### src/design/mks_pkg.sv
// shared types, register map and key map for the matrix keypad scanner
// no dependencies; imported by every scanner module
`timescale 1ns / 1ps
`default_nettype none

package mks_pkg;

  localparam int unsigned ADDR_W = 5;
  localparam int unsigned DATA_W = 32;
  localparam int unsigned WAIT_W = 16;

  // register indexes, taken from paddr[4:2]
  localparam logic [2:0] REG_ENABLE       = 3'd0;
  localparam logic [2:0] REG_SCAN_PERIOD  = 3'd1;
  localparam logic [2:0] REG_SETTLE_TIME  = 3'd2;
  localparam logic [2:0] REG_RELEASE_POLL = 3'd3;
  localparam logic [2:0] REG_COLUMN_GAP   = 3'd4;

  typedef struct packed {
    logic              enable;
    logic [WAIT_W-1:0] scan_period;
    logic [WAIT_W-1:0] settle_time;
    logic [WAIT_W-1:0] release_poll;
    logic [WAIT_W-1:0] column_gap;
  } cfg_t;

  typedef struct packed {
    logic [3:0] column_drive;
    logic       key_valid;
    logic [6:0] key_code;
    logic [3:0] key_index;
    logic       scan_busy;
  } result_t;

  // ascii map, row-major: 123A / 456B / 789C / *0#D
  function automatic logic [6:0] key_char(input logic [3:0] idx);
    logic [6:0] c;
    case (idx)
      4'd0:    c = 7'h31;
      4'd1:    c = 7'h32;
      4'd2:    c = 7'h33;
      4'd3:    c = 7'h41;
      4'd4:    c = 7'h34;
      4'd5:    c = 7'h35;
      4'd6:    c = 7'h36;
      4'd7:    c = 7'h42;
      4'd8:    c = 7'h37;
      4'd9:    c = 7'h38;
      4'd10:   c = 7'h39;
      4'd11:   c = 7'h43;
      4'd12:   c = 7'h2A;
      4'd13:   c = 7'h30;
      4'd14:   c = 7'h23;
      default: c = 7'h44;
    endcase
    return c;
  endfunction

endpackage

`default_nettype wire

### src/design/mks_if.sv
// valid/ready channel interfaces for row samples and scan reports
// no dependencies
`timescale 1ns / 1ps
`default_nettype none

interface mks_in_if;
  logic       valid;
  logic       ready;
  logic [3:0] row_levels;

  modport source (output valid, output row_levels, input ready);
  modport sink (input valid, input row_levels, output ready);
endinterface

interface mks_out_if;
  logic       valid;
  logic       ready;
  logic [3:0] column_drive;
  logic       key_valid;
  logic [6:0] key_code;
  logic [3:0] key_index;
  logic       scan_busy;

  modport source (output valid, output column_drive, output key_valid, output key_code,
                  output key_index, output scan_busy, input ready);
  modport sink (input valid, input column_drive, input key_valid, input key_code,
                input key_index, input scan_busy, output ready);
endinterface

`default_nettype wire

### src/design/mks_regs.sv
// apb-style configuration register file for the keypad scanner
// depends on mks_pkg
`timescale 1ns / 1ps
`default_nettype none

module mks_regs (
  input  wire logic                       clk,
  input  wire logic                       rst,
  input  wire logic                       psel,
  input  wire logic                       penable,
  input  wire logic                       pwrite,
  input  wire logic [mks_pkg::ADDR_W-1:0] paddr,
  input  wire logic [mks_pkg::DATA_W-1:0] pwdata,
  output logic      [mks_pkg::DATA_W-1:0] prdata,
  output logic                            pready,
  output mks_pkg::cfg_t                   cfg
);
  import mks_pkg::*;

  logic       wr;
  logic [2:0] idx;

  assign pready = 1'b1;
  assign idx    = paddr[4:2];
  assign wr     = psel && penable && pwrite;

  always_ff @(posedge clk) begin
    if (rst) begin
      cfg.enable       <= 1'b0;
      cfg.scan_period  <= 16'd100;
      cfg.settle_time  <= 16'd10;
      cfg.release_poll <= 16'd20;
      cfg.column_gap   <= 16'd10;
    end else if (wr) begin
      case (idx)
        REG_ENABLE:       cfg.enable       <= pwdata[0];
        REG_SCAN_PERIOD:  cfg.scan_period  <= pwdata[WAIT_W-1:0];
        REG_SETTLE_TIME:  cfg.settle_time  <= pwdata[WAIT_W-1:0];
        REG_RELEASE_POLL: cfg.release_poll <= pwdata[WAIT_W-1:0];
        REG_COLUMN_GAP:   cfg.column_gap   <= pwdata[WAIT_W-1:0];
        default: ;
      endcase
    end
  end

  always_comb begin
    case (idx)
      REG_ENABLE:       prdata = {{(DATA_W-1){1'b0}}, cfg.enable};
      REG_SCAN_PERIOD:  prdata = {{(DATA_W-WAIT_W){1'b0}}, cfg.scan_period};
      REG_SETTLE_TIME:  prdata = {{(DATA_W-WAIT_W){1'b0}}, cfg.settle_time};
      REG_RELEASE_POLL: prdata = {{(DATA_W-WAIT_W){1'b0}}, cfg.release_poll};
      REG_COLUMN_GAP:   prdata = {{(DATA_W-WAIT_W){1'b0}}, cfg.column_gap};
      default:          prdata = '0;
    endcase
  end

endmodule

`default_nettype wire

### src/design/mks_core.sv
// scan state machine: one tick step per enabled cycle, result is combinational
// depends on mks_pkg
`timescale 1ns / 1ps
`default_nettype none

module mks_core (
  input  wire logic            clk,
  input  wire logic            rst,
  input  wire logic            step,
  input  wire logic [3:0]      rows,
  input  wire mks_pkg::cfg_t   cfg,
  output mks_pkg::result_t     res
);
  import mks_pkg::*;

  typedef enum logic [1:0] {
    PH_IDLE,
    PH_SETTLE,
    PH_RELEASE,
    PH_GAP
  } phase_t;

  phase_t            phase, phase_next;
  logic [1:0]        column, column_next;
  logic [1:0]        row, row_next;
  logic [WAIT_W-1:0] wait_count, wait_count_next;
  logic [WAIT_W-1:0] period_count, period_count_next;
  logic              pending, pending_next;
  logic [3:0]        drive, drive_next;

  logic [WAIT_W-1:0] period_inc, period_eff, wait_dec;
  logic              trigger, wait_done, do_check, do_end, do_start, hit;
  logic [3:0]        check_mask, low_rows;
  logic [1:0]        hit_row, start_col;
  logic [3:0]        key_idx;

  always_comb begin
    phase_next        = phase;
    column_next       = column;
    row_next          = row;
    wait_count_next   = wait_count;
    period_count_next = period_count;
    pending_next      = pending;
    drive_next        = drive;
    trigger           = 1'b0;
    do_check          = 1'b0;
    do_end            = 1'b0;
    do_start          = 1'b0;
    check_mask        = 4'b1111;
    start_col         = 2'd0;
    hit               = 1'b0;
    hit_row           = 2'd0;
    key_idx           = 4'd0;
    res.key_valid     = 1'b0;
    res.key_code      = 7'd0;
    res.key_index     = 4'd0;

    // period counter, zero period acts like one
    period_inc = period_count + 1'b1;
    period_eff = (cfg.scan_period == '0) ? {{(WAIT_W-1){1'b0}}, 1'b1} : cfg.scan_period;
    if (cfg.enable) begin
      period_count_next = period_inc;
      if (period_inc >= period_eff) begin
        period_count_next = '0;
        trigger           = 1'b1;
      end
    end else begin
      period_count_next = '0;
      pending_next      = 1'b0;
    end

    wait_dec  = (wait_count != '0) ? wait_count - 1'b1 : wait_count;
    wait_done = (wait_dec == '0);

    case (phase)
      PH_IDLE: begin
        if (trigger) begin
          do_start  = 1'b1;
          start_col = 2'd0;
        end
      end
      PH_SETTLE: begin
        if (trigger) pending_next = 1'b1;
        wait_count_next = wait_dec;
        if (wait_done) do_check = 1'b1;
      end
      PH_RELEASE: begin
        if (trigger) pending_next = 1'b1;
        // rows above the current one; empty mask on the top row ends the column
        check_mask = 4'b1110 << row;
        if (!cfg.enable) begin
          do_check = 1'b1;
        end else begin
          wait_count_next = wait_dec;
          if (wait_done) begin
            if (rows[row]) do_check = 1'b1;
            else wait_count_next = cfg.release_poll;
          end
        end
      end
      PH_GAP: begin
        if (trigger) pending_next = 1'b1;
        wait_count_next = wait_dec;
        if (wait_done) begin
          if (column == 2'd3) begin
            phase_next  = PH_IDLE;
            column_next = 2'd0;
            row_next    = 2'd0;
            if (pending_next) begin
              pending_next = 1'b0;
              do_start     = 1'b1;
              start_col    = 2'd0;
            end
          end else begin
            do_start  = 1'b1;
            start_col = column + 2'd1;
          end
        end
      end
      default: ;
    endcase

    // lowest pulled-low row inside the mask
    low_rows = ~rows & check_mask;
    for (int r = 3; r >= 0; r--) begin
      if (low_rows[r]) begin
        hit     = 1'b1;
        hit_row = 2'(r);
      end
    end

    if (do_check) begin
      if (hit) begin
        key_idx         = {hit_row, column};
        res.key_valid   = 1'b1;
        res.key_code    = key_char(key_idx);
        res.key_index   = key_idx;
        row_next        = hit_row;
        phase_next      = PH_RELEASE;
        wait_count_next = {{(WAIT_W-1){1'b0}}, 1'b1};
      end else begin
        do_end = 1'b1;
      end
    end

    if (do_end) begin
      drive_next      = drive | (4'b0001 << column);
      phase_next      = PH_GAP;
      wait_count_next = cfg.column_gap;
    end

    if (do_start) begin
      column_next     = start_col;
      drive_next      = ~(4'b0001 << start_col);
      row_next        = 2'd0;
      phase_next      = PH_SETTLE;
      wait_count_next = cfg.settle_time;
    end

    res.column_drive = drive_next;
    res.scan_busy    = (phase_next != PH_IDLE);
  end

  always_ff @(posedge clk) begin
    if (rst) begin
      phase        <= PH_IDLE;
      column       <= 2'd0;
      row          <= 2'd0;
      wait_count   <= '0;
      period_count <= '0;
      pending      <= 1'b0;
      drive        <= 4'hF;
    end else if (step) begin
      phase        <= phase_next;
      column       <= column_next;
      row          <= row_next;
      wait_count   <= wait_count_next;
      period_count <= period_count_next;
      pending      <= pending_next;
      drive        <= drive_next;
    end
  end

endmodule

`default_nettype wire

### src/design/matrix_keypad_scanner.sv
// top level of the 4x4 matrix keypad scanner: input register, step, report register
// depends on mks_pkg, mks_if, mks_regs and mks_core
//
// usage
//   sample : one transaction per 1 ms tick carrying the sampled row lines
//   report : one transaction per tick with the column drive to apply, the key
//            press seen this tick (key_valid, key_code, key_index) and scan_busy
//   apb    : five registers at byte addresses 0,4,8,12,16 (enable, scan period,
//            settle time, release poll, column gap); write only while idle
// timing
//   a sample taken at edge n sits in the input register, is stepped through the
//   scan state machine in the next cycle and shows up on report after edge n+1,
//   so its report transaction comes at edge n+2 at the earliest
//   throughput is one tick per cycle; the path from the input register through
//   the state update and key map into the report register sets that figure
// reset
//   synchronous, active high; scanner idle, all columns high, counters zero,
//   registers at their default values, both channel registers empty
// back-pressure
//   when report is stalled the finished transaction holds in the report register
//   and one more sample is still taken into the input register; sample.ready
//   drops only when both are full
`timescale 1ns / 1ps
`default_nettype none

module matrix_keypad_scanner (
  input  wire logic                       clk,
  input  wire logic                       rst,
  mks_in_if.sink                          sample,
  mks_out_if.source                       report,
  input  wire logic                       psel,
  input  wire logic                       penable,
  input  wire logic                       pwrite,
  input  wire logic [mks_pkg::ADDR_W-1:0] paddr,
  input  wire logic [mks_pkg::DATA_W-1:0] pwdata,
  output logic      [mks_pkg::DATA_W-1:0] prdata,
  output logic                            pready
);
  import mks_pkg::*;

  cfg_t       cfg;
  result_t    res;

  // input register
  logic       in_valid;
  logic [3:0] in_rows;
  // report register
  logic       out_valid;
  result_t    out_res;

  logic       step;

  mks_regs u_regs (
    .clk     (clk),
    .rst     (rst),
    .psel    (psel),
    .penable (penable),
    .pwrite  (pwrite),
    .paddr   (paddr),
    .pwdata  (pwdata),
    .prdata  (prdata),
    .pready  (pready),
    .cfg     (cfg)
  );

  // a tick steps the scanner when the report register is free or emptying
  assign step         = in_valid && (!out_valid || report.ready);
  assign sample.ready = !in_valid || step;

  mks_core u_core (
    .clk  (clk),
    .rst  (rst),
    .step (step),
    .rows (in_rows),
    .cfg  (cfg),
    .res  (res)
  );

  always_ff @(posedge clk) begin
    if (rst) begin
      in_valid <= 1'b0;
    end else if (sample.ready) begin
      in_valid <= sample.valid;
    end
  end

  // row sample payload, no reset needed
  always_ff @(posedge clk) begin
    if (sample.valid && sample.ready) begin
      in_rows <= sample.row_levels;
    end
  end

  always_ff @(posedge clk) begin
    if (rst) begin
      out_valid <= 1'b0;
    end else if (step) begin
      out_valid <= 1'b1;
    end else if (report.ready) begin
      out_valid <= 1'b0;
    end
  end

  always_ff @(posedge clk) begin
    if (step) begin
      out_res <= res;
    end
  end

  assign report.valid        = out_valid;
  assign report.column_drive = out_res.column_drive;
  assign report.key_valid    = out_res.key_valid;
  assign report.key_code     = out_res.key_code;
  assign report.key_index    = out_res.key_index;
  assign report.scan_busy    = out_res.scan_busy;

  // a reported key always comes from a running scan with exactly one column low
  a_key_in_scan: assert property (@(posedge clk) disable iff (rst)
    out_valid && out_res.key_valid |->
      out_res.scan_busy && ($countones(~out_res.column_drive) == 1))
    else $error("key reported outside a single-column scan");

  // no key means code and index read as zero
  a_no_key_zero: assert property (@(posedge clk) disable iff (rst)
    out_valid && !out_res.key_valid |->
      (out_res.key_code == 7'd0) && (out_res.key_index == 4'd0))
    else $error("key fields nonzero without a key");

  // a held sample is not dropped while the report side stalls
  a_hold_sample: assert property (@(posedge clk) disable iff (rst)
    in_valid && out_valid && !report.ready |=> in_valid && $stable(in_rows))
    else $error("pending sample lost during stall");

  // the key code always matches the key map entry of the reported index
  a_code_map: assert property (@(posedge clk) disable iff (rst)
    out_valid && out_res.key_valid |-> out_res.key_code == key_char(out_res.key_index))
    else $error("key code does not match key index");

endmodule

`default_nettype wire
### src/flat_wrapper.sv
// flat-port wrapper written by rule: the top's interface ports become plain ports
module matrix_keypad_scanner_flat import mks_pkg::*;
  (clk, rst, psel, penable, pwrite, paddr, pwdata, prdata, pready, sample_valid, sample_row_levels, sample_ready, report_valid, report_column_drive, report_key_valid, report_key_code, report_key_index, report_scan_busy, report_ready);
  mks_in_if sample_i ();
  mks_out_if report_i ();
  input  wire logic clk;
  input  wire logic rst;
  input  wire logic psel;
  input  wire logic penable;
  input  wire logic pwrite;
  input  wire logic [mks_pkg::ADDR_W-1:0] paddr;
  input  wire logic [mks_pkg::DATA_W-1:0] pwdata;
  output logic      [mks_pkg::DATA_W-1:0] prdata;
  output logic pready;
  input wire logic [$bits(sample_i.valid)-1:0] sample_valid;
  input wire logic [$bits(sample_i.row_levels)-1:0] sample_row_levels;
  output wire logic [$bits(sample_i.ready)-1:0] sample_ready;
  output wire logic [$bits(report_i.valid)-1:0] report_valid;
  output wire logic [$bits(report_i.column_drive)-1:0] report_column_drive;
  output wire logic [$bits(report_i.key_valid)-1:0] report_key_valid;
  output wire logic [$bits(report_i.key_code)-1:0] report_key_code;
  output wire logic [$bits(report_i.key_index)-1:0] report_key_index;
  output wire logic [$bits(report_i.scan_busy)-1:0] report_scan_busy;
  input wire logic [$bits(report_i.ready)-1:0] report_ready;
  assign sample_i.valid = sample_valid;
  assign sample_i.row_levels = sample_row_levels;
  assign sample_ready = sample_i.ready;
  assign report_valid = report_i.valid;
  assign report_column_drive = report_i.column_drive;
  assign report_key_valid = report_i.key_valid;
  assign report_key_code = report_i.key_code;
  assign report_key_index = report_i.key_index;
  assign report_scan_busy = report_i.scan_busy;
  assign report_i.ready = report_ready;
  matrix_keypad_scanner u_core (.clk(clk), .rst(rst), .sample(sample_i), .report(report_i), .psel(psel), .penable(penable), .pwrite(pwrite), .paddr(paddr), .pwdata(pwdata), .prdata(prdata), .pready(pready));
endmodule
### config.mk
export PLATFORM = sky130hd
export DESIGN_NAME = matrix_keypad_scanner_flat
export DESIGN_NICKNAME = d
export VERILOG_FILES = /design/src/design/mks_pkg.sv /design/src/design/mks_if.sv /design/src/design/mks_regs.sv /design/src/design/mks_core.sv /design/src/design/matrix_keypad_scanner.sv /design/src/flat_wrapper.sv
export SDC_FILE = /design/constraint.sdc
export NUM_CORES = 1
export LEC_CHECK = 0
export ABC_CLOCK_PERIOD_IN_PS = 5900
export BUFFER_PORTS_ARGS = -buffer_cell sky130_fd_sc_hd__buf_2
export CAP_MARGIN = 20
export CORE_MARGIN = 2
export CORE_UTILIZATION = 48
export DETAILED_ROUTE_END_ITERATION = 7
export PLACE_DENSITY = 0.76
export SETUP_SLACK_MARGIN = 0.05
export SYNTH_ARGS = -nofsm -noshare
export SYNTH_HDL_FRONTEND = slang
export SYNTH_SLANG_ARGS = --single-unit
export TNS_END_PERCENT = 5
### constraint.sdc
create_clock -name clk -period 5.9 [get_ports clk]
set_input_delay 0.885 -clock clk [delete_from_list [all_inputs] [get_ports clk]]
set_output_delay 0.885 -clock clk [all_outputs]
set_load 0.02 [all_outputs]
# Word-level counts from Yosys, hierarchy flattened
# Memories as Yosys holds them, arrays and structs flattened.
# Cells that the tools add are included.
[op_classes]
n_eq_ne = 8
reduce_logical = 27
bitwise = 4
add_sub_neg = 3
order_cmp = 2
shift = 3
n_mux = 69
[op_table]
columns = ["op", "n"]
rows = [
  ["$mux 16", 11],
  ["$pmux 16 s5", 1],
  ["$mux 2", 24],
  ["$logic_not 16->1", 2],
  ["$pmux 16 s2", 1],
  ["$mux 1", 24],
  ["$add 16x1->16 const B", 1],
  ["$ge 16x16->1", 1],
  ["$reduce_bool 16->1", 1],
  ["$sub 16x1->16 const B", 1],
  ["$mux 12", 1],
  ["$mux 4", 3],
  ["$reduce_and 2->1", 6],
  ["$reduce_bool 2->1", 5],
  ["$not 4->4", 2],
  ["$shl 1x2->4 const A", 2],
  ["$eq 2x2->1 const B", 3],
  ["$eq 3x2->1 const B", 2],
  ["$pmux 1 s2", 3],
  ["$and 4x4->4", 1],
  ["$logic_and 1x1->1", 4],
  ["$or 4x4->4", 1],
  ["$reduce_and 4->1", 1],
  ["$reduce_or 2->1", 2],
  ["other kinds (11)", 13],
]
[word_totals]
ff_bits = 131
word_cells = 137
mem_bits_ro = 112
mem_count = 1
[memory_table]
columns = ["name", "words", "word_bits", "rd", "rd_clocked_by_memory_dff", "write_ports", "line_no", "text"]
rows = [
  ["(name not given)", 16, 7, 1, 0, 0, "mks_pkg.sv:38", "case (idx)"],
]

# Logic depth before layout (Yosys ltp)
[depth]
depth_word = 13
ltp_mapped = 20

# Modules after synthesis
# From an unflattened synthesis, not the netlist that was laid out.
[unflattened]
hier_cells = 978
area_unflattened_um2 = 8404.3
[by_module_without_submodules]
columns = ["mod", "cells_per_inst", "instances", "area_each_um2"]
rows = [
  ["mks_core", 606, 1, 4390.5],
  ["mks_regs", 341, 1, 3279.4],
  ["matrix_keypad_scanner", 31, 1, 734.5],
]

# Worst setup path before layout
# OpenSTA, ideal clock, no wires.
[synth_path]
path_kind = "flip-flop to flip-flop"
startpoint = "register u_core.u_core.period_count[2]"
endpoint = "register u_core.u_core.wait_count[1]"
period_less_slack_ns = 4.413
stages_incl_launch_ff = 19
arrival_time_ns = 4.327
path_slack_ns = 1.487
cell_sequence = "dfxtp_1 > and4_1 > and4_1 > and3_1 > and3_1 > and3_1 > nand3_1 > xnor2_1 > ha_1 > nand4_1 > nor2_1 > o21ai_0 > a31oi_1 > a2111oi_0 > and4b_1 > a31o_1 > buf_2 > or4_1 > a221oi_2"
[synth_between]
elab_chain_cells = 11
word_cells_on_any_way = 12
[synth_rtl]
columns = ["item", "line_no", "text"]
rows = [
  ["start, declared", "mks_core.sv:27", "logic [WAIT_W-1:0] period_count, period_count_next;"],
  ["start signal, assigned", "mks_core.sv:178", "period_count <= period_count_next;"],
  ["$add 16x1->16 *", "mks_core.sv:59", "period_inc = period_count + 1'b1;"],
  ["$ge 16x16->1 *", "mks_core.sv:63", "if (period_inc >= period_eff) begin"],
  ["$mux 1 *", "mks_core.sv:63", ""],
  ["$mux 1 *", "mks_core.sv:61", "if (cfg.enable) begin"],
  ["$mux 1", "mks_core.sv:102", "if (trigger) pending_next = 1'b1;"],
  ["$mux 1", "mks_core.sv:75", "case (phase)"],
  ["$mux 1", "mks_core.sv:109", "if (pending_next) begin"],
  ["$mux 1", "mks_core.sv:105", "if (column == 2'd3) begin"],
  ["$mux 1", "mks_core.sv:104", "if (wait_done) begin"],
  ["$pmux 1 s2 *", "mks_core.sv:75", ""],
  ["$mux 16 *", "mks_core.sv:152", "if (do_start) begin"],
  ["end signal, assigned", "mks_core.sv:177", "wait_count <= wait_count_next;"],
  ["end, declared", "mks_core.sv:26", "logic [WAIT_W-1:0] wait_count, wait_count_next;"],
]
# Every way passes the cells marked *; elsewhere a longest branch is shown, timed or not. The select of a mux whose other input is x is not followed.
# A chain may end at the register's enable or synchronous reset.

# Final worst setup path
[layout_path]
startpoint = "register u_core.u_core.period_count[0]"
endpoint = "register u_core.u_core.phase[0]"
[layout_between]
elab_chain_cells = 11
word_cells_on_any_way = 12
[layout_rtl]
columns = ["item", "line_no", "text"]
rows = [
  ["$add 16x1->16 *", "mks_core.sv:59", ""],
  ["$ge 16x16->1 *", "mks_core.sv:63", ""],
  ["$mux 1 *", "mks_core.sv:63", ""],
  ["$mux 1 *", "mks_core.sv:61", ""],
  ["$mux 1", "mks_core.sv:102", ""],
  ["$mux 1", "mks_core.sv:75", ""],
  ["$mux 1", "mks_core.sv:109", ""],
  ["$mux 1", "mks_core.sv:105", ""],
  ["$mux 1", "mks_core.sv:104", ""],
  ["$pmux 1 s2 *", "mks_core.sv:75", ""],
  ["$mux 2 *", "mks_core.sv:152", ""],
  ["end signal, assigned", "mks_core.sv:174", "phase <= phase_next;"],
  ["end, declared", "mks_core.sv:23", "phase_t phase, phase_next;"],
]
# Marks and branches as above.

==> flow_metrics.py <==
metrics = {
    "timing": {
        "fin_crit_sh": 0.866,
        "final_max_slew_viol_count": 0,
        "worst_slack_ns": 0.789,
        "hold_viol": 0,
        "skew_ns": 0.0147,
        "period_minus_slack_ns": 5.11,
        "fmax_mhz": 196,
        "relSlewSlack": 0.324,
        "finalSetupViolCount": 0,
        "rsz0062_at_grt": "false",
        "timing_worst_slew_pin_value_ns": 1.01,
        "tns_ns": 0,
    },
    "cts": {
        "cts_root_buffer": "clkbuf_16",
        "clk_pin_slew_ns": 0.06,
        "cts_tree": "done",
        "clk_latency_ns": 0.43,
        "cts_sinks": 131,
        "cts_setup_buffers": 0,
        "cts_made_buffers": 17,
        "htreeDepth": 4,
        "post_cts_resized": 0,
        "cts_buffer_depth": 2,
        "hold_buffers": 0,
    },
    "power_and_ir_drop": {
        "peakVddDrop_mv": 0.173,
        "power.density_nw_per_um2": 250,
        "power.leakage_nw": 3.26,
    },
    "synthesis": {
        "yosys_warnings": 0,
        "synth_area_leaders": "dfxtp_1 (28%), nand2_1 (10%), edfxtp_1 (8.0%)",
        "ys_ff_latch": 131,
        "yosysSeqAreaShare": 0.358,
        "syn_inst": 1029,
        "synth_edf_count": 21,
        "yosys.cell_types.count": 78,
        "netlist_area_sq_um": 7920,
        "avgSynthCellArea_sq_um": 7.70,
        "yosysTopAreaCellShare": 0.278,
        "async_flop_share": 0,
        "synth-main-ff-cell": "dfxtp_1",
        "yosysTopAreaCell": "dfxtp_1",
    },
    "finish": {
        "final_cell_mix": "nand2_1 (213), a21oi_1 (115), dfxtp_1 (110)",
        "area_growth_pct": 10.8,
        "layout_commonest_cell": "nand2_1",
        "drive_above_1_share": 0.123,
        "final_cell_area_sq_um": 8780,
        "num_antenna_cells": 0,
        "stdcell_count": 1277,
        "layout.nets": 1125,
    },
    "floorplanning": {
        "die_h_microns": 132,
        "die_area_sq_um": 17500,
        "pin_count": 100,
        "core_area_sq_um": 16000,
        "start_util": 0.495,
        "rows": 46,
        "fp.dieW_microns": 132,
    },
    "grt": {
        "gr-usage-all-layers": 0.252,
        "grt_pass1_vias": 6861,
        "grt_start_max_net_pins": 87,
        "grt_pass1_wl_mm": 35.8,
        "grt.overflow.total": 0,
        "antenna_found_initial": 0,
    },
    "critical_path": {
        "r2r_end": "u_core.u_core.phase[0]",
        "crit_start": "u_core.u_core.period_count[0]",
        "regToRegSetupSlack_ns": 0.79,
        "cp_data_arrival_time_ns": 5.43,
        "rr_startpoint": "u_core.u_core.period_count[0]",
        "required_ns": 6.22,
        "endpoint_kind": "flip-flop",
        "path_class": "flip-flop to flip-flop",
        "cp_max_fo": 24,
        "rr_worst_depth": 19,
        "cp_slowest_cell": "a31o_1",
        "max_stage_delay_ns": 0.75,
        "start_kind": "flip-flop",
        "path_common_cell": "and3_1",
        "cp_cell_sequence": "ha_1 -> and2_1 -> and3_1 -> and3_1 -> and3_1 -> nand3_1 -> xnor2_1 -> ha_1 -> nand4_1 -> nor2_1 -> o21ai_0 -> a31oi_1 -> a2111oi_0 -> buf_4 -> and4b_1 -> a31o_1 -> buf_4 -> nor2_1 -> a221oi_1",
    },
    "route": {
        "initialDrtViolationCount": 952,
        "wl_mm": 22.5,
        "drtAntennaViolNets": 0,
        "routed_via_density": 6.00,
        "wl_per_cell_microns": 17.6,
        "vias": 7665,
        "drc": 0,
        "firstDrtPassIters": 6,
    },
    "flow_run": {
        "drv_cap": 0,
    },
    "placement": {
        "dp_hpwl_mm": 15.7,
        "place_area_sq_um": 8220,
        "port_buffers": 64,
        "gp_congestion": 0.974,
        "place_inst": 1244,
        "dpl_worst_slack_ns": 0.828,
    },
    "outcome": {
        "outcome": "finished clean",
    },
    "worst_hold_path": {
        "hp-class": "flip-flop to flip-flop",
        "holdPathStages": 2,
        "hold_path_end": "u_core.u_regs.cfg[63]",
        "hp-start": "u_core.u_regs.cfg[63]",
    },
}
==> cell families (layout without fill, tap and decap cells) <==
family,after synthesis,in the layout,synth area share
mux,10,10,0.0145
compound gates,314,314,0.250
flops,131,131,0.358
xor+xnor,18,18,0.0199
simple gates,407,407,0.243
fa+ha+maj,29,29,0.0458
buf+inv,118,135,0.0679
other cells,2,17,0.000948
==> power by group <==
group          internal (mW)  leakage (nW)  switching, mW  total, mW
combinational         0.0810          1.92          0.175      0.256
sequential             0.926          1.07         0.0214      0.948
clock                  0.587         0.265          0.407      0.994
==> cell type report <==
class,count,area (sq um)
Clock buffer,19,443
Clock inverter,13,110
Fill cell,1535,7220
Inverter,30,113
Multi-Input combinational cell,795,4620
Sequential cell,131,2830
Tap cell,216,270
Timing Repair Buffer,73,388
==> metrics by stage <==
step	hold WS (ns)	total power, mW	utilization
final	0.474	2.20	0.549
after global routing	0.495	2.26	0.549
after CTS	0.473	2.20	0.548
after detailed placement	0.465	1.22	0.514
after global placement	0.456	1.21	0.514
after floorplan	0.445	1.15	-
==> routing by layer <==
metal  global-route usage  part of all wire
met1                0.332              0.43
met2                0.414              0.48
met3               0.0490             0.069
met4               0.0872             0.022
met5                    0                 0
==> worst max path at each step <==
stage / end / slack [ns]
global route: u_core.u_core.phase[0] / 0.39
detailed placement: u_core.u_core.phase[0] / 0.83
floorplan: u_core.u_core.wait_count[1] / 1.49
global placement: u_core.u_core.phase[0] / 0.96
finish: u_core.u_core.phase[0] / 0.79
CTS: u_core.u_core.phase[0] / 0.85
==> critical path: cells and delay by family (launching register included) <==
kind | cells | cell delay, ns
AOI/OAI and AO/OA | 5 | 1.47
xor gates and xnor gates | 1 | 0.16
adders and majority gates | 2 | 0.57
buffers and inverters | 2 | 0.58
DFF | 1 | 0.43
and+or+nand+nor | 9 | 1.79
==> registers in the layout (all words and copies together), names as in the netlist, 2 cells and up <==
name and cells:
u_core.in_rows 4, u_core.report.column_drive 4, u_core.report.key_code 7, u_core.report.key_index 4
u_core.u_core.column 2, u_core.u_core.drive 4, u_core.u_core.period_count 16, u_core.u_core.phase 2
u_core.u_core.row 2, u_core.u_core.wait_count 16, u_core.u_regs.cfg 65
==> Yosys cell counts (14+ instances only) <==
library cell,n
a22oi_1,21
buf_4,20
dfxtp_1,110
nand2_1,213
ha_1,29
a21oi_1,115
clkbuf_1,58
inv_1,27
a211oi_1,14
a221oi_1,14
nand3_1,26
o21ai_0,68
nor3_1,14
nor2_1,56
edfxtp_1,21
Power figures use the tool's default switching activity.
